$ cat src/rtl/hrhp_pkg.sv
`timescale 1ns / 1ps

package hrhp_pkg;

    // Parser phases.
    typedef enum logic [3:0] {
        PH_VERSION = 4'd0,
        PH_CODE    = 4'd1,
        PH_REASON  = 4'd2,
        PH_LINE    = 4'd3,
        PH_NAME    = 4'd4,
        PH_SKIP    = 4'd5,
        PH_VALUE   = 4'd6,
        PH_BODY    = 4'd7,
        PH_DROP    = 4'd8
    } t_phase;

    // Result kinds.
    typedef enum logic [3:0] {
        K_REASON = 4'd0,
        K_NAME   = 4'd1,
        K_VALUE  = 4'd2,
        K_BODY   = 4'd3,
        K_STATUS = 4'd4,
        K_HDONE  = 4'd5,
        K_HEND   = 4'd6,
        K_ERROR  = 4'd7,
        K_OK     = 4'd8
    } t_kind;

    // Error codes.
    typedef enum logic [3:0] {
        E_NONE          = 4'd0,
        E_NO_VERSION    = 4'd1,
        E_BAD_VERSION   = 4'd2,
        E_NO_CODE       = 4'd3,
        E_NONDIGIT      = 4'd4,
        E_OPEN_STATUS   = 4'd5,
        E_TOO_MANY      = 4'd6,
        E_NO_COLON      = 4'd7,
        E_OPEN_HEADER   = 4'd8
    } t_err;

    localparam logic [7:0] CH_CR    = 8'h0d;
    localparam logic [7:0] CH_LF    = 8'h0a;
    localparam logic [7:0] CH_COLON = 8'h3a;
    localparam logic [7:0] CH_SPACE = 8'h20;
    localparam logic [7:0] CH_ZERO  = 8'h30;
    localparam logic [7:0] CH_NINE  = 8'h39;

    localparam logic [3:0]  VER_LEN      = 4'd8;
    localparam logic [3:0]  VER_POS_MAX  = 4'd9;
    localparam logic [2:0]  VER_CAND_ALL = 3'b111;
    localparam logic [63:0] VER_TEXT [3] = '{"HTTP/1.0", "HTTP/1.1", "HTTP/2.0"};

    localparam logic [15:0] CODE_MAX  = 16'hffff;
    localparam logic [19:0] CODE_BASE = 20'd10;

    localparam logic [7:0] HEADER_LIMIT_RESET = 8'd32;

    localparam int QUEUE_DEPTH_DEFAULT = 4;

    // Configuration port.
    localparam int   APB_AW           = 3;
    localparam int   APB_DW           = 32;
    localparam logic REG_HEADER_LIMIT = 1'b0;

    localparam int OUT_TDATA_W = 40;
    localparam int MAX_RES     = 3;

    typedef struct packed {
        t_kind      kind;
        logic [7:0] data;
        logic [7:0] hdr_num;
        t_err       err;
    } t_result;

    // All results caused by one input byte, oldest in res[0].
    typedef struct packed {
        logic [1:0]                count;
        logic [1:0]                version;
        logic [15:0]               status;
        t_result [MAX_RES-1:0]     res;
    } t_bundle;

    function automatic logic [7:0] ver_char(input logic [1:0] idx, input logic [2:0] pos);
        return VER_TEXT[idx][{~pos, 3'b000} +: 8];
    endfunction

    // Lowest remaining candidate, zero when none is left.
    function automatic logic [1:0] ver_index(input logic [2:0] cand);
        logic [1:0] v;
        if (cand[0]) v = 2'd0;
        else if (cand[1]) v = 2'd1;
        else if (cand[2]) v = 2'd2;
        else v = 2'd0;
        return v;
    endfunction

endpackage

$ cat src/rtl/hrhp_front.sv
`timescale 1ns / 1ps

module hrhp_front (
    input  logic               i_clk,
    input  logic               i_rst_n,
    input  logic               i_accept,
    input  logic [7:0]         i_byte,
    input  logic               i_final,
    input  logic [7:0]         i_header_limit,
    output logic               o_push,
    output hrhp_pkg::t_bundle  o_bundle
);
    import hrhp_pkg::*;

    t_phase      r_phase,     n_phase;
    logic [3:0]  r_match_pos, n_match_pos;
    logic [2:0]  r_cand,      n_cand;
    logic [15:0] r_code,      n_code;
    logic [1:0]  r_flags,     n_flags;
    logic        r_held,      n_held;
    logic [7:0]  r_hdr_cnt,   n_hdr_cnt;

    // Slot 0: released CR, slot 1: byte's own result, slot 2: end of data.
    t_result     slot [MAX_RES];
    logic [2:0]  slot_v;
    t_result [MAX_RES-1:0] lst;
    logic [1:0]  cnt;
    logic        fail_b;
    t_err        fail_code;
    logic        line_en;
    t_kind       line_kind;
    logic [19:0] code_sum;
    logic [1:0]  snap_ver;
    logic [15:0] snap_code;

    always_comb begin
        n_phase     = r_phase;
        n_match_pos = r_match_pos;
        n_cand      = r_cand;
        n_code      = r_code;
        n_flags     = r_flags;
        n_held      = r_held;
        n_hdr_cnt   = r_hdr_cnt;
        slot_v      = '0;
        for (int s = 0; s < MAX_RES; s++) begin
            slot[s] = '{kind: K_BODY, data: 8'd0, hdr_num: r_hdr_cnt, err: E_NONE};
        end
        fail_b    = 1'b0;
        fail_code = E_NONE;
        line_en   = 1'b0;
        line_kind = K_VALUE;
        code_sum  = 20'(r_code) * CODE_BASE + 20'(i_byte - CH_ZERO);

        case (r_phase)
            PH_VERSION: begin
                if (i_byte == CH_SPACE) begin
                    if (r_match_pos == 4'd0) begin
                        fail_b    = 1'b1;
                        fail_code = E_NO_VERSION;
                    end else if (r_match_pos != VER_LEN || r_cand == 3'd0) begin
                        fail_b    = 1'b1;
                        fail_code = E_BAD_VERSION;
                    end else begin
                        n_phase = PH_CODE;
                        n_flags = 2'b00;
                    end
                end else begin
                    if (r_match_pos < VER_LEN) begin
                        for (int i = 0; i < 3; i++) begin
                            if (ver_char(i[1:0], r_match_pos[2:0]) != i_byte) n_cand[i] = 1'b0;
                        end
                    end else begin
                        n_cand = 3'd0;
                    end
                    if (r_match_pos < VER_POS_MAX) n_match_pos = r_match_pos + 4'd1;
                end
            end
            PH_CODE: begin
                if (i_byte == CH_SPACE) begin
                    if (!r_flags[0]) begin
                        fail_b    = 1'b1;
                        fail_code = E_NO_CODE;
                    end else if (r_flags[1]) begin
                        fail_b    = 1'b1;
                        fail_code = E_NONDIGIT;
                    end else begin
                        n_phase = PH_REASON;
                    end
                end else begin
                    n_flags[0] = 1'b1;
                    if (i_byte >= CH_ZERO && i_byte <= CH_NINE) begin
                        n_code = (code_sum > 20'(CODE_MAX)) ? CODE_MAX : code_sum[15:0];
                    end else begin
                        n_flags[1] = 1'b1;
                    end
                end
            end
            PH_REASON: begin
                line_en   = 1'b1;
                line_kind = K_REASON;
            end
            PH_LINE: begin
                if (r_held) begin
                    n_held = 1'b0;
                    if (i_byte == CH_LF) begin
                        slot_v[1]    = 1'b1;
                        slot[1].kind = K_HEND;
                        n_phase      = PH_BODY;
                    end else if (r_hdr_cnt >= i_header_limit) begin
                        fail_b    = 1'b1;
                        fail_code = E_TOO_MANY;
                    end else begin
                        // The held CR turns out to be the first name byte.
                        slot_v[0]    = 1'b1;
                        slot[0].kind = K_NAME;
                        slot[0].data = CH_CR;
                        if (i_byte == CH_COLON) begin
                            n_phase = PH_SKIP;
                        end else begin
                            slot_v[1]    = 1'b1;
                            slot[1].kind = K_NAME;
                            slot[1].data = i_byte;
                            n_phase      = PH_NAME;
                        end
                    end
                end else if (i_final) begin
                    slot_v[1]    = 1'b1;
                    slot[1].kind = K_BODY;
                    slot[1].data = i_byte;
                    n_phase      = PH_BODY;
                end else if (i_byte == CH_CR) begin
                    n_held = 1'b1;
                end else if (r_hdr_cnt >= i_header_limit) begin
                    fail_b    = 1'b1;
                    fail_code = E_TOO_MANY;
                end else if (i_byte == CH_COLON) begin
                    fail_b    = 1'b1;
                    fail_code = E_NO_COLON;
                end else begin
                    slot_v[1]    = 1'b1;
                    slot[1].kind = K_NAME;
                    slot[1].data = i_byte;
                    n_phase      = PH_NAME;
                end
            end
            PH_NAME: begin
                if (i_byte == CH_COLON) begin
                    n_phase = PH_SKIP;
                end else begin
                    slot_v[1]    = 1'b1;
                    slot[1].kind = K_NAME;
                    slot[1].data = i_byte;
                end
            end
            PH_SKIP: begin
                if (i_byte != CH_SPACE) begin
                    n_phase = PH_VALUE;
                    line_en = 1'b1;
                end
            end
            PH_VALUE: begin
                line_en = 1'b1;
            end
            PH_BODY: begin
                slot_v[1]    = 1'b1;
                slot[1].kind = K_BODY;
                slot[1].data = i_byte;
            end
            default: begin
            end
        endcase

        // Reason and value bytes share the CR hold-back.
        if (line_en) begin
            if (r_held) begin
                n_held = 1'b0;
                if (i_byte == CH_LF) begin
                    slot_v[1]    = 1'b1;
                    slot[1].kind = (line_kind == K_REASON) ? K_STATUS : K_HDONE;
                    if (line_kind != K_REASON) n_hdr_cnt = r_hdr_cnt + 8'd1;
                    n_phase = PH_LINE;
                end else begin
                    slot_v[0]    = 1'b1;
                    slot[0].kind = line_kind;
                    slot[0].data = CH_CR;
                end
            end
            if (!(r_held && i_byte == CH_LF)) begin
                if (i_byte == CH_CR) begin
                    n_held = 1'b1;
                end else begin
                    slot_v[1]    = 1'b1;
                    slot[1].kind = line_kind;
                    slot[1].data = i_byte;
                end
            end
        end

        if (fail_b) begin
            slot_v[1]    = 1'b1;
            slot[1].kind = K_ERROR;
            slot[1].err  = fail_code;
            n_phase      = PH_DROP;
            n_held       = 1'b0;
        end

        snap_ver  = ver_index(n_cand);
        snap_code = n_code;

        // End of data: the open field decides the closing result.
        if (i_final) begin
            slot[2].hdr_num = n_hdr_cnt;
            slot[2].kind    = K_ERROR;
            case (n_phase)
                PH_VERSION: begin
                    slot_v[2]   = 1'b1;
                    slot[2].err = E_NO_VERSION;
                end
                PH_CODE: begin
                    slot_v[2]   = 1'b1;
                    slot[2].err = E_NO_CODE;
                end
                PH_REASON: begin
                    slot_v[2]   = 1'b1;
                    slot[2].err = E_OPEN_STATUS;
                end
                PH_NAME: begin
                    slot_v[2]   = 1'b1;
                    slot[2].err = E_NO_COLON;
                end
                PH_SKIP, PH_VALUE: begin
                    slot_v[2]   = 1'b1;
                    slot[2].err = E_OPEN_HEADER;
                end
                PH_LINE, PH_BODY: begin
                    slot_v[2]    = 1'b1;
                    slot[2].kind = K_OK;
                end
                default: begin
                end
            endcase
            n_phase     = PH_VERSION;
            n_match_pos = 4'd0;
            n_cand      = VER_CAND_ALL;
            n_code      = 16'd0;
            n_flags     = 2'b00;
            n_held      = 1'b0;
            n_hdr_cnt   = 8'd0;
        end

        lst = '0;
        cnt = 2'd0;
        for (int s = 0; s < MAX_RES; s++) begin
            if (slot_v[s]) begin
                lst[cnt] = slot[s];
                cnt      = cnt + 2'd1;
            end
        end
    end

    assign o_push           = i_accept && (cnt != 2'd0);
    assign o_bundle.count   = cnt;
    assign o_bundle.version = snap_ver;
    assign o_bundle.status  = snap_code;
    assign o_bundle.res     = lst;

    always_ff @(posedge i_clk) begin
        if (!i_rst_n) begin
            r_phase     <= PH_VERSION;
            r_match_pos <= 4'd0;
            r_cand      <= VER_CAND_ALL;
            r_code      <= 16'd0;
            r_flags     <= 2'b00;
            r_held      <= 1'b0;
            r_hdr_cnt   <= 8'd0;
        end else if (i_accept) begin
            r_phase     <= n_phase;
            r_match_pos <= n_match_pos;
            r_cand      <= n_cand;
            r_code      <= n_code;
            r_flags     <= n_flags;
            r_held      <= n_held;
            r_hdr_cnt   <= n_hdr_cnt;
        end
    end

endmodule

$ cat src/rtl/hrhp_queue.sv
`timescale 1ns / 1ps

module hrhp_queue #(
    parameter int DEPTH = hrhp_pkg::QUEUE_DEPTH_DEFAULT
) (
    input  logic               i_clk,
    input  logic               i_rst_n,
    input  logic               i_push,
    input  hrhp_pkg::t_bundle  i_push_data,
    output logic               o_ready,
    output logic               o_valid,
    output hrhp_pkg::t_bundle  o_head,
    input  logic               i_pop
);
    import hrhp_pkg::*;

    localparam int PW = (DEPTH > 1) ? $clog2(DEPTH) : 1;
    localparam int CW = $clog2(DEPTH + 1);

    t_bundle         r_mem [DEPTH];
    logic [PW-1:0]   r_wr_ptr, n_wr_ptr;
    logic [PW-1:0]   r_rd_ptr, n_rd_ptr;
    logic [CW-1:0]   r_count,  n_count;

    assign o_ready = (r_count != CW'(DEPTH));
    assign o_valid = (r_count != '0);
    assign o_head  = r_mem[r_rd_ptr];

    always_comb begin
        n_wr_ptr = r_wr_ptr;
        n_rd_ptr = r_rd_ptr;
        n_count  = r_count;
        if (i_push) begin
            n_wr_ptr = (r_wr_ptr == PW'(DEPTH - 1)) ? '0 : r_wr_ptr + 1'b1;
        end
        if (i_pop) begin
            n_rd_ptr = (r_rd_ptr == PW'(DEPTH - 1)) ? '0 : r_rd_ptr + 1'b1;
        end
        case ({i_push, i_pop})
            2'b10:   n_count = r_count + 1'b1;
            2'b01:   n_count = r_count - 1'b1;
            default: n_count = r_count;
        endcase
    end

    always_ff @(posedge i_clk) begin
        if (!i_rst_n) begin
            r_wr_ptr <= '0;
            r_rd_ptr <= '0;
            r_count  <= '0;
        end else begin
            r_wr_ptr <= n_wr_ptr;
            r_rd_ptr <= n_rd_ptr;
            r_count  <= n_count;
        end
    end

    always_ff @(posedge i_clk) begin
        if (i_push) begin
            r_mem[r_wr_ptr] <= i_push_data;
        end
    end

endmodule

$ cat src/rtl/hrhp_back.sv
`timescale 1ns / 1ps

module hrhp_back (
    input  logic                              i_clk,
    input  logic                              i_rst_n,
    input  logic                              i_q_valid,
    input  hrhp_pkg::t_bundle                 i_q_head,
    output logic                              o_pop,
    output logic                              o_tvalid,
    input  logic                              i_tready,
    output logic [hrhp_pkg::OUT_TDATA_W-1:0]  o_tdata,
    output logic [3:0]                        o_tuser,
    output logic                              o_tlast
);
    import hrhp_pkg::*;

    logic        r_out_valid;
    t_result     r_out;
    logic [1:0]  r_ver;
    logic [15:0] r_status;
    logic        r_last;
    logic [1:0]  r_sub;
    logic        load;
    logic        last_sel;

    // A new result enters the output register when it is empty or draining.
    assign load     = i_q_valid && (!r_out_valid || i_tready);
    assign last_sel = (r_sub == i_q_head.count - 2'd1);
    assign o_pop    = load && last_sel;

    always_ff @(posedge i_clk) begin
        if (!i_rst_n) begin
            r_out_valid <= 1'b0;
            r_sub       <= 2'd0;
        end else begin
            if (load) begin
                r_out_valid <= 1'b1;
                r_sub       <= last_sel ? 2'd0 : r_sub + 2'd1;
            end else if (i_tready) begin
                r_out_valid <= 1'b0;
            end
        end
    end

    always_ff @(posedge i_clk) begin
        if (load) begin
            r_out    <= i_q_head.res[r_sub];
            r_ver    <= i_q_head.version;
            r_status <= i_q_head.status;
            r_last   <= last_sel;
        end
    end

    assign o_tvalid = r_out_valid;
    assign o_tuser  = r_out.kind;
    assign o_tlast  = r_last;
    assign o_tdata  = {2'b00, r_out.err, r_out.hdr_num, r_status, r_ver, r_out.data};

endmodule

$ cat src/rtl/http_response_head_parser_core.sv
`timescale 1ns / 1ps

// HTTP response head parser. Response bytes arrive one per transfer on the
// s_axis side, with tlast on the final byte. Each byte is classified
// combinationally into zero to three tagged results, which are queued as one
// group and sent out on the m_axis side one result per transfer, with tlast
// on the last result that a byte caused. The block takes one byte per clock
// cycle while the m_axis side is ready and bytes give at most one result each
// on average; a byte that gives two or three results needs that many output
// transfers, and the result queue (QUEUE_DEPTH groups) absorbs such bursts
// before the input stalls. A byte's first result passes the result queue and
// the output register. The header limit register lies at address 0 of the APB port.
module http_response_head_parser_core #(
    parameter int QUEUE_DEPTH = hrhp_pkg::QUEUE_DEPTH_DEFAULT
) (
    input  logic                              i_clk,
    input  logic                              i_rst_n,
    input  logic                              s_axis_tvalid,
    output logic                              s_axis_tready,
    input  logic [7:0]                        s_axis_tdata,  // [7:0] in_byte
    input  logic                              s_axis_tlast,
    output logic                              m_axis_tvalid,
    input  logic                              m_axis_tready,
    // [7:0] out_byte, [9:8] version_code, [25:10] status_value,
    // [33:26] header_number, [37:34] error_code, [39:38] zero
    output logic [hrhp_pkg::OUT_TDATA_W-1:0]  m_axis_tdata,
    output logic [3:0]                        m_axis_tuser,  // [3:0] kind
    output logic                              m_axis_tlast,
    input  logic                              psel,
    input  logic                              penable,
    input  logic                              pwrite,
    input  logic [hrhp_pkg::APB_AW-1:0]       paddr,
    input  logic [hrhp_pkg::APB_DW-1:0]       pwdata,
    output logic [hrhp_pkg::APB_DW-1:0]       prdata,
    output logic                              pready
);
    import hrhp_pkg::*;

    logic [7:0] r_limit;
    logic       accept;
    logic       push;
    t_bundle    push_data;
    logic       q_ready;
    logic       q_valid;
    t_bundle    q_head;
    logic       pop;
    logic       reg_sel;

    assign reg_sel = (paddr[APB_AW-1:2] == REG_HEADER_LIMIT);

    always_ff @(posedge i_clk) begin
        if (!i_rst_n) begin
            r_limit <= HEADER_LIMIT_RESET;
        end else if (psel && penable && pwrite && reg_sel) begin
            r_limit <= pwdata[7:0];
        end
    end

    assign pready = 1'b1;
    assign prdata = reg_sel ? APB_DW'(r_limit) : '0;

    assign s_axis_tready = q_ready;
    assign accept        = s_axis_tvalid && q_ready;

    hrhp_front u_front (
        .i_clk          (i_clk),
        .i_rst_n        (i_rst_n),
        .i_accept       (accept),
        .i_byte         (s_axis_tdata),
        .i_final        (s_axis_tlast),
        .i_header_limit (r_limit),
        .o_push         (push),
        .o_bundle       (push_data)
    );

    hrhp_queue #(
        .DEPTH (QUEUE_DEPTH)
    ) u_queue (
        .i_clk       (i_clk),
        .i_rst_n     (i_rst_n),
        .i_push      (push),
        .i_push_data (push_data),
        .o_ready     (q_ready),
        .o_valid     (q_valid),
        .o_head      (q_head),
        .i_pop       (pop)
    );

    hrhp_back u_back (
        .i_clk     (i_clk),
        .i_rst_n   (i_rst_n),
        .i_q_valid (q_valid),
        .i_q_head  (q_head),
        .o_pop     (pop),
        .o_tvalid  (m_axis_tvalid),
        .i_tready  (m_axis_tready),
        .o_tdata   (m_axis_tdata),
        .o_tuser   (m_axis_tuser),
        .o_tlast   (m_axis_tlast)
    );

endmodule

$ cat config.mk
export PLATFORM = sky130hd
export DESIGN_NAME = http_response_head_parser_core
export DESIGN_NICKNAME = d
export VERILOG_FILES = /design/src/rtl/hrhp_pkg.sv /design/src/rtl/hrhp_front.sv /design/src/rtl/hrhp_queue.sv /design/src/rtl/hrhp_back.sv /design/src/rtl/http_response_head_parser_core.sv
export SDC_FILE = /design/constraint.sdc
export NUM_CORES = 1
export LEC_CHECK = 0
export ABC_AREA = 1
export BUFFER_PORTS_ARGS = -buffer_cell sky130_fd_sc_hd__buf_2
export CELL_PAD_IN_SITES_DETAIL_PLACEMENT = 2
export CELL_PAD_IN_SITES_GLOBAL_PLACEMENT = 2
export CORE_MARGIN = 1
export CORE_UTILIZATION = 37
export DETAILED_ROUTE_END_ITERATION = 10
export MAX_ROUTING_LAYER = met4
export PLACE_DENSITY = 0.83
export SLEW_MARGIN = 40
export SYNTH_ARGS = -nofsm -noshare
export SYNTH_HDL_FRONTEND = slang
export SYNTH_HIERARCHICAL = 1
export SYNTH_SLANG_ARGS = --single-unit
$ cat constraint.sdc
create_clock -name i_clk -period 5.2 [get_ports i_clk]
set_input_delay 0.26 -clock i_clk [delete_from_list [all_inputs] [get_ports i_clk]]
set_output_delay 0.26 -clock i_clk [all_outputs]
set_load 0.05 [all_outputs]
# Word level (Yosys, flattened, before mapping)

Memories as Yosys holds them, arrays and structs flattened. A register that Yosys moved wholly into a read port is not among the register bits.
Cells that the tools add are included.

Register bits after elaboration: 99
Bits in writable memories: 368
Input port bits: 51
Output and inout port bits: 80
Memories kept: 1

$add $sub $neg: 12
Multiply operators: 1
$lt $le $gt $ge: 11
Equality and inequality tests: 35
Shifts and indexed selects: 3
Multiplexer cells: 165
Bitwise logic cells: 2
Reductions and logical operators: 34

Memory list:

| name          | depth | bits a word | read ports | clocked after Yosys merged registers in | write ports | line             | source |
|---|---|---|---|---|---|---|---|
| u_queue.r_mem | 4     | 92          | 1          | 1                                       | 1           | hrhp_queue.sv:20 | `t_bundle r_mem [DEPTH];` |

Operators with widths:

| kind                                                                          | count |
|---|---|
| 64-bit by 7-bit variable part select with 8-bit output (first input constant) | 3 |
| 12-bit two-way mux                                                            | 14 |
| 4-bit two-way mux                                                             | 40 |
| 72-bit bitwise mux                                                            | 2 |
| 72-bit two-way mux                                                            | 2 |
| 24-bit demux with 2-bit select                                                | 2 |
| 24-bit two-way mux                                                            | 4 |
| 16-bit two-way mux                                                            | 5 |
| 8-bit two-way mux                                                             | 7 |
| 1-bit two-way mux                                                             | 50 |
| 24-bit binary-select mux with 2-bit select                                    | 1 |
| 2-bit two-way mux                                                             | 20 |
| 4-bit one-hot mux with 5 select lines                                         | 2 |
| 12-bit one-hot mux with 3 select lines                                        | 1 |
| 4-bit by 3-bit == test with 1-bit output (second input constant)              | 8 |
| 8-bit inequality test                                                         | 3 |
| 3-bit two-way mux                                                             | 7 |
| 20-bit adder                                                                  | 1 |
| 20-bit by 16-bit > comparator with 1-bit output (second input constant)       | 1 |
| 10-bit two-way mux                                                            | 2 |
| 16-bit by 3-bit multiplier with 19-bit output (second input constant)         | 1 |
| 4-bit by 2-bit == test with 1-bit output (second input constant)              | 4 |
| 8-bit by 4-bit == test with 1-bit output (second input constant)              | 2 |
| 8-bit by 6-bit == test with 1-bit output (second input constant)              | 2 |
| 45 further kinds                                                              | 79 |

# Depth between registers and ports, before layout

Gate-level depths: netlist of run 1.

Depth after elaboration: 21
Mapped depth: 31
Gate-level depth less buffers: 31

# Modules after synthesis

The synthesis of run 1 kept the hierarchy.

Modules (own cells, without submodules):

| module                         | times used | cells each | area an instance (µm²) | seq. area each (µm²) |
|---|---|---|---|---|
| hrhp_queue                     | 1          | 950        | 14,093.5               | 11,230.8 |
| hrhp_front                     | 1          | 1,040      | 6,147.1                | 760.7 |
| hrhp_back                      | 1          | 187        | 2,167.1                | 1,351.3 |
| http_response_head_parser_core | 1          | 100        | 665.6                  | 160.2 |

# Worst setup path before layout of run 1

No wires, ideal clock.

Path type: reg2reg
Start: register u_front.r_hdr_cnt[0]
End: memory u_queue/r_mem[0][0] (netlist bit), enable pin
Setup time: 0.446 ns
Arrival time: 4.475 ns
Slack: 0.279 ns
Cell stages (with the launch flop): 22
Path through: dfxtp_1 inv_1 ha_1 nand2_1 nand3_1 nand2_1 nand2_1 nand2_1 nand2_1 nand2_2 nand2_2 nand2_4 nand2_1 inv_2 nand3_4 inv_2 ha_1 nand2_2 nand2_1 a21oi_1 nand2_1 inv_1

Word-level cells in the longest chain between the ends: 19

RTL lines:

| element                                                                                               | line                                 | source |
|---|---|---|
| from (decl)                                                                                           | hrhp_front.sv:21                     | `logic [7:0] r_hdr_cnt, n_hdr_cnt;` |
| from (signal assigned)                                                                                | hrhp_front.sv:283                    | `r_hdr_cnt <= n_hdr_cnt;` |
| 8-bit greater-or-equal comparator *                                                                   | hrhp_front.sv:109, hrhp_front.sv:133 |  |
| 4-bit two-way mux / 1-bit two-way mux (equally long branches)                                         | hrhp_front.sv:133                    | `end else if (r_hdr_cnt >= i_header_limit) begin` |
| 4-bit two-way mux / 1-bit two-way mux (equally long branches)                                         | hrhp_front.sv:131                    | `end else if (i_byte == CH_CR) begin` |
| 4-bit two-way mux / 1-bit two-way mux (equally long branches)                                         | hrhp_front.sv:126                    | `end else if (i_final) begin` |
| 4-bit two-way mux / 1-bit two-way mux (equally long branches)                                         | hrhp_front.sv:103                    | `if (r_held) begin` |
| 4-bit one-hot mux with 5 select lines / 1-bit one-hot mux with 3 select lines (equally long branches) | hrhp_front.sv:54                     | `case (r_phase)` |
| 4-bit two-way mux / 1-bit two-way mux (equally long branches)                                         | hrhp_front.sv:177                    | `if (i_byte == CH_LF) begin` |
| 4-bit two-way mux / 2-bit two-way mux (equally long branches)                                         | hrhp_front.sv:175                    | `if (r_held) begin` |
| (+4 left out)                                                                                         | n/a                                  |  |
| 1-bit two-way mux / 2-bit two-way mux (equally long branches)                                         | hrhp_front.sv:214, hrhp_front.sv:254 |  |
| 1-bit two-way mux / 2-bit by 1-bit adder with 2-bit output (equally long branches)                    | hrhp_front.sv:211, hrhp_front.sv:256 |  |
| 2-bit two-way mux *                                                                                   | hrhp_front.sv:254                    | `if (slot_v[s]) begin` |
| 2-bit nonzero test *                                                                                  | hrhp_front.sv:261                    | `assign o_push = i_accept && (cnt != 2'd0);` |
| 1-bit logical AND *                                                                                   | hrhp_front.sv:261                    |  |
| via push                                                                                              | http_response_head_parser_core.sv:41 | `logic push;` |
| 1-bit two-way mux *                                                                                   | hrhp_queue.sv:59                     | `if (i_push) begin` |
| 1-bit two-way mux (not written as such) *                                                             | hrhp_queue.sv:60                     | `r_mem[r_wr_ptr] <= i_push_data;` |
| to (decl)                                                                                             | hrhp_queue.sv:20                     |  |

The timed path passes the listed nets; every way through them passes the cells marked *.

# Final worst setup path of run 1

Start: register u_front.r_hdr_cnt[0]
End: register u_queue.r_count[2]

Word-level cells in the longest chain between the ends: 19

RTL lines:

| element                                                                                               | line                                 | source |
|---|---|---|
| 8-bit greater-or-equal comparator *                                                                   | hrhp_front.sv:109, hrhp_front.sv:133 |  |
| 4-bit two-way mux / 1-bit two-way mux (equally long branches)                                         | hrhp_front.sv:133                    |  |
| 4-bit two-way mux / 1-bit two-way mux (equally long branches)                                         | hrhp_front.sv:131                    |  |
| 4-bit two-way mux / 1-bit two-way mux (equally long branches)                                         | hrhp_front.sv:126                    |  |
| 4-bit two-way mux / 1-bit two-way mux (equally long branches)                                         | hrhp_front.sv:103                    |  |
| 4-bit one-hot mux with 5 select lines / 1-bit one-hot mux with 3 select lines (equally long branches) | hrhp_front.sv:54                     |  |
| 4-bit two-way mux / 1-bit two-way mux (equally long branches)                                         | hrhp_front.sv:177                    |  |
| 4-bit two-way mux / 2-bit two-way mux (equally long branches)                                         | hrhp_front.sv:175                    |  |
| (+4 left out)                                                                                         | n/a                                  |  |
| 1-bit two-way mux / 2-bit two-way mux (equally long branches)                                         | hrhp_front.sv:214, hrhp_front.sv:254 |  |
| 1-bit two-way mux / 2-bit by 1-bit adder with 2-bit output (equally long branches)                    | hrhp_front.sv:211, hrhp_front.sv:256 |  |
| 2-bit two-way mux *                                                                                   | hrhp_front.sv:254                    |  |
| 2-bit nonzero test *                                                                                  | hrhp_front.sv:261                    |  |
| 1-bit logical AND *                                                                                   | hrhp_front.sv:261                    |  |
| via push                                                                                              | http_response_head_parser_core.sv:41 |  |
| 2-bit by 1-bit == test with 1-bit output / 2-bit == test (equally long branches)                      | hrhp_queue.sv:39                     | `case ({i_push, i_pop})` |
| 3-bit one-hot mux with 2 select lines / 2-bit nonzero test (equally long branches)                    | n/a                                  |  |
| to (signal assigned)                                                                                  | hrhp_queue.sv:54                     | `r_count <= n_count;` |
| to (decl)                                                                                             | hrhp_queue.sv:23                     | `logic [CW-1:0] r_count, n_count;` |

Marked as above.
A chain may end at the register's enable or synchronous reset.

==> results of run 1 <==
area by class of cell:
type	count	area, um2
timing repair buffer	116	878
sequential	469	13500
clock buffer	65	1370
inverter	199	783
multi-input combinational	1508	8030
fill	6580	35900
clock inverter	29	206
tap	837	1050
antenna	1	2.50
power by group:
group	total, mW	leakage [nW]	internal (mW)	switching, mW
combinational	3.44	5.04	0.786	2.65
clock	3.50	0.771	1.96	1.54
sequential	4.81	4.41	4.62	0.190
total	11.7	10.2	7.36	4.39
cells in the mapped netlist, drive strengths merged (2+ instances only):
master / number / area (um2)
clkinv: 4 / 21.3
nor3: 22 / 131
o211ai: 3 / 27.5
buf: 95 / 749
clkbuf: 37 / 144
dfxtp: 58 / 1160
inv: 195 / 749
o21ai: 301 / 1560
edfxtp: 411 / 12300
nand3b: 8 / 60.1
a21oi: 92 / 464
o21bai: 4 / 33.8
nand2: 295 / 1170
fa: 3 / 60.1
ha: 74 / 926
or2: 15 / 93.8
a221oi: 2 / 17.5
o22ai: 93 / 582
a31oi: 3 / 25.0
nor2: 354 / 1450
a21o: 2 / 15.0
nand4: 16 / 100
nand3: 145 / 833
a211oi: 4 / 30.0
xnor2: 5 / 43.8
xor2: 26 / 228
conb: 4 / 15.0
cell usage in the layout, fill, tap and decap left out, types with 12 or more instances in the layout:
master	Yosys	routed
sky130_fd_sc_hd__edfxtp_1	411	411
sky130_fd_sc_hd__xor2_1	26	26
sky130_fd_sc_hd__clkinv_1	2	16
sky130_fd_sc_hd__nor3_1	19	19
sky130_fd_sc_hd__o22ai_1	93	93
sky130_fd_sc_hd__dfxtp_1	58	55
sky130_fd_sc_hd__nand2_1	281	281
sky130_fd_sc_hd__inv_1	173	167
sky130_fd_sc_hd__clkbuf_16	0	52
sky130_fd_sc_hd__inv_2	17	18
sky130_fd_sc_hd__o21ai_2	13	13
sky130_fd_sc_hd__buf_4	53	15
sky130_fd_sc_hd__or2_2	15	15
sky130_fd_sc_hd__buf_2	17	77
sky130_fd_sc_hd__nand4_1	16	16
sky130_fd_sc_hd__a21oi_1	91	91
sky130_fd_sc_hd__o21ai_0	194	194
sky130_fd_sc_hd__ha_1	74	74
sky130_fd_sc_hd__nand3_2	14	14
sky130_fd_sc_hd__conb_1	4	35
sky130_fd_sc_hd__o21ai_1	94	94
sky130_fd_sc_hd__nor2_1	337	336
sky130_fd_sc_hd__nand3_1	128	128
sky130_fd_sc_hd__buf_12	0	12
state kept, by name, summed over array words and instances, names as in the netlist, named ones only:
register	flops
u_back/r_status	16
u_front/r_flags	2
u_queue/r_wr_ptr	2
u_front/r_held	1
r_limit	8
u_front/r_phase	4
u_front/r_match_pos	4
u_back/o_tuser	4
u_queue/r_count	3
u_queue/r_rd_ptr	2
u_back/o_tlast	1
u_back/o_tdata	20
u_back/r_sub	2
u_front/r_hdr_cnt	8
u_back/r_ver	2
u_front/r_cand	3
u_queue/r_mem	368
u_back/o_tvalid	1
u_front/r_code	16
worst reg2reg max path, delay by kind of cell (launching register included):
kind | cells | cell delay (ns)
flip-flops | 1 | 0.47
AND/OR/NAND/NOR | 15 | 1.46
buffers and inverters | 9 | 1.15
AO/OA/AOI/OAI | 2 | 0.53
adder cells (fa/ha/maj) | 4 | 1.11
worst min-delay path by stage:
| stage | to | slack (ns) | start | cells after the start |
|---|---|---|---|---|
| 6_report | u_back/o_tvalid | 0.03 | m_axis_tready | 4 |
| 5_1_grt | u_back/o_tvalid | 0.07 | m_axis_tready | 4 |
| 4_1_cts | u_back/o_tvalid | 0.01 | m_axis_tready | 4 |
| 3_5_place_dp | u_front/r_cand[0] | 0.47 | u_front/r_cand[0] | 2 |
| 3_3_place_gp | u_front/r_cand[0] | 0.45 | u_front/r_cand[0] | 2 |
| 2_1_floorplan | u_front/r_cand[2] | 0.36 | i_rst_n | 1 |
kinds of logic (layout without fill, tap and decap cells):
group,count (synthesis),in the layout,share of synthesized area
adders and majority gates,77,77,0.0427
DFF,469,469,0.585
other,4,36,0.000651
xor gates and xnor gates,31,31,0.0118
buffers and inverters,331,409,0.0721
and+or+nand+nor,857,857,0.167
AOI/OAI and AO/OA,508,508,0.121
timing repair:
| action | 4_1_cts | 5_1_grt |
|---|---|---|
| buffers inserted | 0 | 0 |
| gates resized for setup | 0 | 0 |
| hold buffers | 9 | 0 |
| endpoints found under the hold margin | 8 | 0 |
metal layers:
layer	global-route usage	wire [um]	up-vias
met1	0.296	32100	8996
met5	-	0	-
li1	-	-	8008
met3	0.0245	2810	121
met2	0.433	38900	389
met4	0.0754	1990	0
metrics by stage:
stage / area, um2 / power (mW) / utilization
2_1_floorplan: 23200 / 7.23 / -
3_3_place_gp: 24100 / 8.05 / 0.391
3_5_place_dp: 24100 / 8.30 / 0.391
4_1_cts: 25800 / 11.9 / 0.418
5_1_grt: 25800 / 12.2 / 0.418
6_report: 25800 / 11.7 / 0.418
==> metrics.log, run 1 <==
INFO  metric status = finished clean
INFO  metric timing.rr.end = u_queue/r_count[2]
INFO  metric power.ir.vdd_worst = 239 uV
INFO  metric grt_pass1_wl = 116000 um
INFO  metric number_of_distinct_standard_cells_referenced_by_the_synthesized_netlist = 58
INFO  metric start_kind = flop
INFO  metric setup_ws = 0.340 ns
INFO  metric synth-edff-count = 411
INFO  metric gr-usage-all-layers = 0.246
INFO  metric period_share = 0.935
INFO  metric worst_slew_pin_slew = 0.827 ns
INFO  metric min_period = 4.86 ns
INFO  metric worst_setup_hold_path_clk_slew = 0.06 ns
INFO  metric globalRoute.totalOverflow = 0
INFO  metric average_size_of_a_mapped_cell = 10.1 um2
INFO  metric rsz0062_at_grt = no
INFO  metric cts_buffers = 51
INFO  metric fp-row-count = 91
INFO  metric stdcell_count = 3224
INFO  metric average_via_count_per_standard_cell = 5.43
INFO  metric ys_async_sr_fraction = 0
INFO  metric place_congestion = 0.888
INFO  metric synth.yosys.seq_area_share = 0.585
INFO  metric drtPass1Iterations = 5
INFO  metric detail_route.wl_per_cell = 23.5 um
INFO  metric end_kind = flop
INFO  metric design.portCount = 131
INFO  metric max_cap_viol_count = 0
INFO  metric maxClockFrequency = 0.206 GHz
INFO  metric yosys_warnings = 6
INFO  metric critical-path-top-cell-by-count = sky130_fd_sc_hd__nand2_1
INFO  metric synth.cell_area = 23100 um2
INFO  metric synthesized_flop_and_latch_total = 469
INFO  metric grt_pass1_vias = 19100
INFO  metric starting_drc_count_in_detailed_routing = 923
INFO  metric finalHoldViolations = 0
INFO  metric die_area = 63400 um2
INFO  metric crit_path_top_delay_cell = sky130_fd_sc_hd__dfxtp_1
INFO  metric setup.worst_path.end = u_queue/r_count[2]
INFO  metric grt_antenna_before_repair = 1
INFO  metric p_per_area = 455 nW/um2
INFO  metric leakagePower = 10.2 nW
INFO  metric r2r.worst_path.cells = 30
INFO  metric synthToLayoutAreaGrowth = 11.9%
INFO  metric routed_wl = 75800 um
INFO  metric postRouteAntennaNets = 0
INFO  metric floorplan.die.width = 252 um
INFO  metric drive_gt1_frac = 0.123
INFO  metric synthFlopType = sky130_fd_sc_hd__edfxtp_1
INFO  metric dpl.hpwl = 50100 um
INFO  metric timing.hold.ws = 0.0343 ns
INFO  metric postSynthCellCount = 2277
INFO  metric initial_core_util = 0.374
INFO  metric cts.path.max_buffers = 3
INFO  metric die_height = 252 um
INFO  metric worst-path-stages = 30
INFO  metric crit_start = u_front/r_hdr_cnt[0]
INFO  metric root_buf_cell = sky130_fd_sc_hd__clkbuf_16
INFO  metric cts_tree = yes
INFO  metric final.setup.tns = 0 ns
INFO  metric critical-path-max-stage-delay = 0.47 ns
INFO  metric dpl_worst_slack = 0.402 ns
INFO  metric vias = 17500
INFO  metric grt_start_max_net_pins = 175
INFO  metric critical_path_required = 5.70 ns
INFO  metric crit_arrival = 5.36 ns
INFO  metric core = 61700 um2
INFO  metric setup.reg_to_reg.worst_slack = 0.34 ns
INFO  metric remaining_drc_errors = 0
INFO  metric place.port_buffers = 77
INFO  metric setup_viol_count_final = 0
INFO  metric worst-path-max-fanout = 7
INFO  metric worst_hold_path_type = in2reg
INFO  metric path_class = reg2reg
INFO  metric placed_instances = 3119
INFO  metric critical_path_buf_inv_count = 9
INFO  metric clock_skew = 0.0326 ns
INFO  metric number_of_max_slew_violations_in_the_final_report = 0
INFO  metric clkSinkCount = 469
INFO  metric tightest_slew_margin_relative_to_the_limit = 0.448
INFO  metric ctsHtreeMaxLevel = 2
INFO  metric finish.net_count = 2473
INFO  metric worstReg2RegStart = u_front/r_hdr_cnt[0]
INFO  metric critPathTopFamily = simple AND/OR/NAND/NOR gates
INFO  metric clkLatencyLatePin = 0.62 ns
Note: power is estimated with default switching activity, not from simulation.
==> inputs of run 2 (changes only) <==
ABC_AREA = not set   (was 1)
CORE_UTILIZATION = 40   (was 37)
PLACE_DENSITY = 0.82   (was 0.83)
==> metrics.log, run 2 <==
INFO  metric grt.met1_usage = 0.276
INFO  metric synth-edff-count = 411
INFO  metric leakagePower = 8.66 nW
INFO  metric rsz0062_at_grt = no
INFO  metric grt_start_max_net_pins = 53
INFO  metric dpl_worst_slack = -0.237 ns
INFO  metric postCtsSetupBuffers = 0
INFO  metric period_share = 0.947
INFO  metric status = finished clean
INFO  metric starting_drc_count_in_detailed_routing = 816
INFO  metric setup_viol_count_final = 0
INFO  metric place.port_buffers = 77
INFO  metric worstReg2RegStart = u_front/r_code[3]
INFO  metric top_usage_layer = met2
INFO  metric ys_async_sr_fraction = 0
INFO  metric finish.net_count = 1776
INFO  metric synthesized_flop_and_latch_total = 469
INFO  metric die_height = 237 um
INFO  metric drtPass1Iterations = 4
INFO  metric gr-usage-all-layers = 0.237
INFO  metric p_per_area = 386 nW/um2
INFO  metric synth.cell_area = 22100 um2
INFO  metric placed_instances = 2282
INFO  metric place_congestion = 0.864
INFO  metric clock_skew = 0.0221 ns
INFO  metric layout.core_utilization = 0.462
INFO  metric power = 9.68 mW
INFO  metric core = 54200 um2
INFO  metric yosys.cell_count.top_type = sky130_fd_sc_hd__edfxtp_1
INFO  metric hold_end = u_back/o_tvalid
INFO  metric stdcell_count = 2385
INFO  metric timing.hold.worst_path_depth = 3
INFO  metric fp-row-count = 85
INFO  metric number_of_distinct_standard_cells_referenced_by_the_synthesized_netlist = 93
INFO  metric remaining_drc_errors = 0
INFO  metric clkSinkCount = 469
INFO  metric final_cell_mix = sky130_fd_sc_hd__edfxtp_1 (411), sky130_fd_sc_hd__nand2_1 (102), sky130_fd_sc_hd__mux4_2 (92), sky130_fd_sc_hd__buf_2 (77), sky130_fd_sc_hd__ha_1 (74)
INFO  metric globalRoute.totalOverflow = 0
INFO  metric drive_gt1_frac = 0.202
INFO  metric crit_arrival = 5.23 ns
INFO  metric setup_ws = 0.278 ns
INFO  metric most_common_library_cell_in_the_layout_ignoring_fill_and_taps = sky130_fd_sc_hd__edfxtp_1
INFO  metric diodes = 0
INFO  metric global_route.usage.met2 = 0.427
INFO  metric clkLatencyLatePin = 0.60 ns
INFO  metric tightest_slew_margin_relative_to_the_limit = 0.438
INFO  metric worst_setup_hold_path_clk_slew = 0.06 ns
INFO  metric nFillCells = 5195
INFO  metric synth_top_area_frac = 0.558
INFO  metric average_via_count_per_standard_cell = 5.76
INFO  metric initial_core_util = 0.408
INFO  metric grt_use_met3 = 0.0268
INFO  metric synth.top_cells.by_count = sky130_fd_sc_hd__edfxtp_1 (411), sky130_fd_sc_hd__nand2_1 (102), sky130_fd_sc_hd__mux4_2 (92)
INFO  metric number_of_max_slew_violations_in_the_final_report = 0
INFO  metric synth.yosys.seq_area_share = 0.610
INFO  metric finalHoldViolations = 0
INFO  metric cts_buffers = 51
INFO  metric multi_input_comb_area = 7920 um2
INFO  metric design.portCount = 131
INFO  metric worst_hold_path_type = in2reg
INFO  metric routed_wl = 64400 um
INFO  metric timing.rr.end = u_queue/r_mem[0][77]
INFO  metric average_size_of_a_mapped_cell = 14.3 um2
INFO  metric hold_path.startpoint = m_axis_tready
INFO  metric grt_pass1_vias = 15500
INFO  metric worst-path-max-fanout = 36
INFO  metric maxClockFrequency = 0.203 GHz
INFO  metric max_cap_viol_count = 0
INFO  metric start_kind = flop
INFO  metric synth.area.top_cells = sky130_fd_sc_hd__edfxtp_1 (56%), sky130_fd_sc_hd__mux4_2 (9.4%), sky130_fd_sc_hd__dfxtp_1 (5.2%), sky130_fd_sc_hd__ha_1 (4.2%), sky130_fd_sc_hd__nand2_1 (1.7%)
INFO  metric postSynthCellCount = 1546
INFO  metric grt_antenna_before_repair = 0
INFO  metric path_class = reg2reg
INFO  metric cts.path.max_buffers = 3
INFO  metric cts_tree = yes
INFO  metric power.ir.vdd_worst = 198 uV
INFO  metric synth_top_area_cell = sky130_fd_sc_hd__edfxtp_1
INFO  metric postRouteAntennaNets = 0
INFO  metric die_area = 56300 um2
INFO  metric detail_route.wl_per_cell = 27.0 um
INFO  metric floorplan.die.width = 237 um
INFO  metric root_buf_cell = sky130_fd_sc_hd__clkbuf_16
INFO  metric critical_path_required = 5.51 ns
INFO  metric ctsHtreeMaxLevel = 2
INFO  metric worst_slew_pin_slew = 0.843 ns
INFO  metric register_containing_the_most_flip_flops_in_the_final_layout = u_queue/r_mem
INFO  metric vias = 13700
INFO  metric r2r.worst_path.cells = 20
INFO  metric regArea = 13500 um2
INFO  metric synthToLayoutAreaGrowth = 13.2%
INFO  metric end_kind = flop
INFO  metric min_period = 4.92 ns
INFO  metric grt_pass1_wl = 97800 um
INFO  metric timing.hold.ws = 0.105 ns
INFO  metric max_reg_flops = 368
INFO  metric synthFlopType = sky130_fd_sc_hd__edfxtp_1
INFO  metric setup.reg_to_reg.worst_slack = 0.28 ns
INFO  metric yosys_warnings = 6
INFO  metric dpl.hpwl = 42500 um
-- run 2: report_power, final --
part / leakage, nW / switching, mW / internal (mW) / total, mW
Combinational: 3.61 / 1.20 / 0.506 / 1.70
Clock: 0.790 / 1.50 / 2.04 / 3.54
Sequential: 4.26 / 0.0815 / 4.35 / 4.43
-- run 2: through the flow --
| stage | TNS [ns] | area (um2) |
|---|---|---|
| 2_1_floorplan | 0 | 22300 |
| 3_3_place_gp | 0 | 23300 |
| 3_5_place_dp | -11.03 | 23300 |
| 4_1_cts | 0 | 25000 |
| 5_1_grt | 0 | 25100 |
| 6_report | 0 | 25100 |
-- run 2: kinds of logic after synthesis --
logic type | synth area share
buf+inv | 0.0405
xor+xnor | 0.0207
other cells | 0.000678
mux | 0.110
flops | 0.610
fa+ha+maj | 0.0451
simple gates | 0.0809
compound gates | 0.0919
-- run 2: timing repair --
action	4_1_cts	5_1_grt
hold buffers	8	0
endpoints found under the hold margin	8	0
setup endpoints to repair	79	66
resized for setup	7	10
pin swaps	0	1
-- run 2: final cells by class --
type,instances,share of cell area
clock buffer,66,0.0544
clock inverter,28,0.00969
inverter,59,0.00884
multi-input combinational,941,0.316
sequential,469,0.539
tap,696,0.0348
timing repair buffer,126,0.0371
-- run 2: worst max-delay path by stage --
stage / from / endpoint / slack [ns] / depth (start not counted)
floorplan: u_front/r_hdr_cnt[0] / u_queue/r_mem[3][0] / 0.64 / 14
global placement: u_front/r_code[3] / u_queue/r_mem[1][75] / 0.15 / 21
detailed placement: u_front/r_code[3] / u_front/r_code[5] / -0.24 / 21
CTS: u_front/r_code[3] / u_front/r_code[5] / 0.07 / 21
global route: u_front/r_code[3] / u_queue/r_mem[2][77] / 0.01 / 20
finish: u_front/r_code[3] / u_queue/r_mem[0][77] / 0.28 / 20
-- run 2: critical path, cell delays in order (launching register included) --
cell	delay, ns
sky130_fd_sc_hd__dfxtp_1	0.34
sky130_fd_sc_hd__ha_1	0.29
sky130_fd_sc_hd__ha_1	0.19
sky130_fd_sc_hd__inv_1	0.07
sky130_fd_sc_hd__fa_1	0.42
sky130_fd_sc_hd__nor2b_1	0.14
sky130_fd_sc_hd__o21ai_1	0.12
sky130_fd_sc_hd__a21boi_1	0.23
sky130_fd_sc_hd__o21ai_0	0.15
sky130_fd_sc_hd__o21ai_1	0.25
sky130_fd_sc_hd__a21oi_1	0.14
sky130_fd_sc_hd__xnor2_1	0.15
sky130_fd_sc_hd__ha_1	0.38
sky130_fd_sc_hd__and3_1	0.21
sky130_fd_sc_hd__and4b_1	0.29
sky130_fd_sc_hd__o21ai_1	0.13
sky130_fd_sc_hd__a32o_1	0.26
sky130_fd_sc_hd__xnor3_2	0.29
sky130_fd_sc_hd__nand4_2	0.13
sky130_fd_sc_hd__buf_12	0.19
sky130_fd_sc_hd__o22a_1	0.26
-- run 2: per-layer routing --
| layer | wire, um | share of wire |
|---|---|---|
| met1 | 26300 | 0.41 |
| met2 | 34400 | 0.53 |
| met3 | 1800 | 0.028 |
| met4 | 1870 | 0.029 |
| met5 | 0 | 0 |
==> inputs of run 3 (changes only) <==
CORE_UTILIZATION = 45   (was 40)
PLACE_DENSITY = 0.87   (was 0.82)
clock period = 5.65 ns   (was 5.2 ns; I/O delays follow)
==> metrics.log, run 3 (synthesized netlist as in run 2, its figures left out) <==
INFO  metric crit_path_top_delay_cell = sky130_fd_sc_hd__dfxtp_1
INFO  metric critical_path_required = 6.14 ns
INFO  metric routed_wl = 78600 um
INFO  metric register_containing_the_most_flip_flops_in_the_final_layout = u_queue/r_mem
INFO  metric end_kind = flop
INFO  metric die_area = 50100 um2
INFO  metric max_reg_flops = 368
INFO  metric start_kind = flop
INFO  metric average_via_count_per_standard_cell = 6.40
INFO  metric worst_slew_pin_slew = 0.904 ns
INFO  metric min_period = 5.64 ns
INFO  metric placed_instances = 2240
INFO  metric critical-path-top-cell-by-count = sky130_fd_sc_hd__inv_1
INFO  metric setup_ws = 0.0130 ns
INFO  metric timing.rr.end = u_queue/r_count[2]
INFO  metric hold_end = r_limit[6]
INFO  metric dpl.hpwl = 46400 um
INFO  metric place.port_buffers = 77
INFO  metric cts.path.max_buffers = 3
INFO  metric worst-path-max-fanout = 9
INFO  metric worstPathCellList = inv_1 -> ha_1 -> nand2b_1 -> a21o_1 -> a21oi_1 -> o21ai_2 -> o41ai_1 -> a211o_1 -> inv_1 -> ha_1 -> xnor2_2 -> o21a_1 -> inv_1 -> ha_1 -> inv_1 -> fa_1 -> xor2_1 -> or3_1 -> a21boi_0
INFO  metric final.setup.tns = 0 ns
INFO  metric detail_route.wl_per_cell = 33.6 um
INFO  metric worst_setup_hold_path_clk_slew = 0.07 ns
INFO  metric critical-path-max-stage-delay = 0.55 ns
INFO  metric design.portCount = 131
INFO  metric power.ir.vdd_worst = 224 uV
INFO  metric max_cap_viol_count = 0
INFO  metric most_common_library_cell_in_the_layout_ignoring_fill_and_taps = sky130_fd_sc_hd__edfxtp_1
INFO  metric rsz0062_at_grt = no
INFO  metric drtPass1Iterations = 6
INFO  metric path_class = reg2reg
INFO  metric fp-row-count = 80
INFO  metric leakagePower = 8.65 nW
INFO  metric place_congestion = 0.888
INFO  metric period_share = 0.998
INFO  metric root_buf_cell = sky130_fd_sc_hd__clkbuf_16
INFO  metric cts_tree = yes
INFO  metric worst_hold_path_type = in2reg
INFO  metric final_cell_mix = sky130_fd_sc_hd__edfxtp_1 (411), sky130_fd_sc_hd__nand2_1 (102), sky130_fd_sc_hd__mux4_2 (92), sky130_fd_sc_hd__buf_2 (77), sky130_fd_sc_hd__ha_1 (74)
INFO  metric gr-usage-all-layers = 0.327
INFO  metric grt_pass1_vias = 16200
INFO  metric r2r.worst_path.cells = 19
INFO  metric stdcell_count = 2338
INFO  metric initial_core_util = 0.460
INFO  metric final_cell_area = 24900 um2
INFO  metric remaining_drc_errors = 0
INFO  metric die_height = 224 um
INFO  metric timing.hold.worst_path_depth = 3
INFO  metric drive_gt1_frac = 0.196
INFO  metric core = 48100 um2
INFO  metric number_of_max_slew_violations_in_the_final_report = 0
INFO  metric grt_start_max_net_pins = 56
INFO  metric globalRoute.totalOverflow = 0
INFO  metric clkLatencyLatePin = 0.60 ns
INFO  metric critical_path_buf_inv_count = 4
INFO  metric grt_antenna_before_repair = 0
INFO  metric nFillCells = 4441
INFO  metric setup_viol_count_final = 0
INFO  metric vias = 15000
INFO  metric worstReg2RegStart = u_front/r_hdr_cnt[0]
INFO  metric p_per_area = 369 nW/um2
INFO  metric postCtsSetupBuffers = 0
INFO  metric finalHoldViolations = 0
INFO  metric status = finished clean
INFO  metric clkSinkCount = 469
INFO  metric ctsHtreeMaxLevel = 2
INFO  metric postRouteAntennaNets = 0
INFO  metric cts_buffers = 51
INFO  metric dpl_worst_slack = 0.186 ns
INFO  metric power = 9.20 mW
INFO  metric crit_arrival = 6.12 ns
INFO  metric synthToLayoutAreaGrowth = 12.6%
INFO  metric clock_skew = 0.0214 ns
INFO  metric grt_pass1_wl = 115000 um
INFO  metric setup.reg_to_reg.worst_slack = 0.01 ns
INFO  metric hold_path.startpoint = pwdata[6]
INFO  metric critPathTopFamily = compound AO/OA/AOI/OAI gates
INFO  metric finish.net_count = 1771
INFO  metric detailed_place.area = 23200 um2
INFO  metric tightest_slew_margin_relative_to_the_limit = 0.396
INFO  metric diodes = 0
INFO  metric maxClockFrequency = 0.177 GHz
INFO  metric starting_drc_count_in_detailed_routing = 1290
INFO  metric floorplan.die.width = 224 um
## run 3: cell types whose count changed in the layout (fill, tap and decap cells not counted), sizes merged
| cell | previous run | this run |
|---|---|---|
| dlygate4sd3 | 8 | 6 |
| bufinv | 4 | 6 |
| clkinvlp | 2 | 0 |
| clkbuf | 67 | 65 |
| inv | 60 | 59 |
| buf | 117 | 115 |
## run 3: final cells by class
type,count,area [um2],area share
inverter,59,221,0.00888
timing repair buffer,121,817,0.0328
tap,656,821,0.0329
clock inverter,27,278,0.0111
sequential,469,13500,0.542
clock buffer,65,1390,0.0558
multi-input combinational,941,7890,0.317
## run 3: worst reg2reg max path, stage by stage, from the launching register on
cell and delay, ns:
sky130_fd_sc_hd__dfxtp_1 0.55, sky130_fd_sc_hd__inv_1 0.14, sky130_fd_sc_hd__ha_1 0.32, sky130_fd_sc_hd__nand2b_1 0.18
sky130_fd_sc_hd__a21o_1 0.19, sky130_fd_sc_hd__a21oi_1 0.22, sky130_fd_sc_hd__o21ai_2 0.21, sky130_fd_sc_hd__o41ai_1 0.55
sky130_fd_sc_hd__a211o_1 0.36, sky130_fd_sc_hd__inv_1 0.14, sky130_fd_sc_hd__ha_1 0.41, sky130_fd_sc_hd__xnor2_2 0.25
sky130_fd_sc_hd__o21a_1 0.34, sky130_fd_sc_hd__inv_1 0.15, sky130_fd_sc_hd__ha_1 0.21, sky130_fd_sc_hd__inv_1 0.08
sky130_fd_sc_hd__fa_1 0.41, sky130_fd_sc_hd__xor2_1 0.20, sky130_fd_sc_hd__or3_1 0.35, sky130_fd_sc_hd__a21boi_0 0.27
## run 3: worst max-delay path by stage
stage	from	endpoint	cells after the start
after floorplan	u_front/r_hdr_cnt[0]	u_queue/r_mem[0][0]	14
after global placement	u_front/r_code[1]	u_queue/r_mem[0][75]	20
after detailed placement	u_front/r_code[1]	u_front/r_code[6]	21
after CTS	u_front/r_code[1]	u_front/r_code[8]	21
after global routing	u_front/r_code[1]	u_front/r_code[6]	21
final	u_front/r_hdr_cnt[0]	u_queue/r_count[2]	19
## run 3: through the flow
stage                     hold slack, ns   util
after floorplan                    0.404      -
after global placement             0.456  0.481
after detailed placement           0.485  0.481
after CTS                         0.0273  0.517
after global routing              0.0573  0.518
final                             0.0605  0.518
## run 3: power breakdown
part | total [mW] | leakage (nW) | internal (mW) | switching [mW]
clock network | 3.48 | 0.823 | 2.01 | 1.47
registers | 4.12 | 4.26 | 4.01 | 0.109
logic | 1.61 | 3.57 | 0.463 | 1.15
total | 9.20 | 8.65 | 6.48 | 2.73
## run 3: timing repair
item	CTS	global route
hold endpoints to repair	6	0
setup endpoints to repair	1	61
resized for setup	1	5
hold buffers	6	0
## run 3: layer usage
layer	vias up	global-route usage	routed length, um
met5	-	-	0
met3	299	0.0438	4530
met1	7837	0.382	29600
met4	0	0.161	4510
met2	769	0.557	39900
li1	6054	-	-
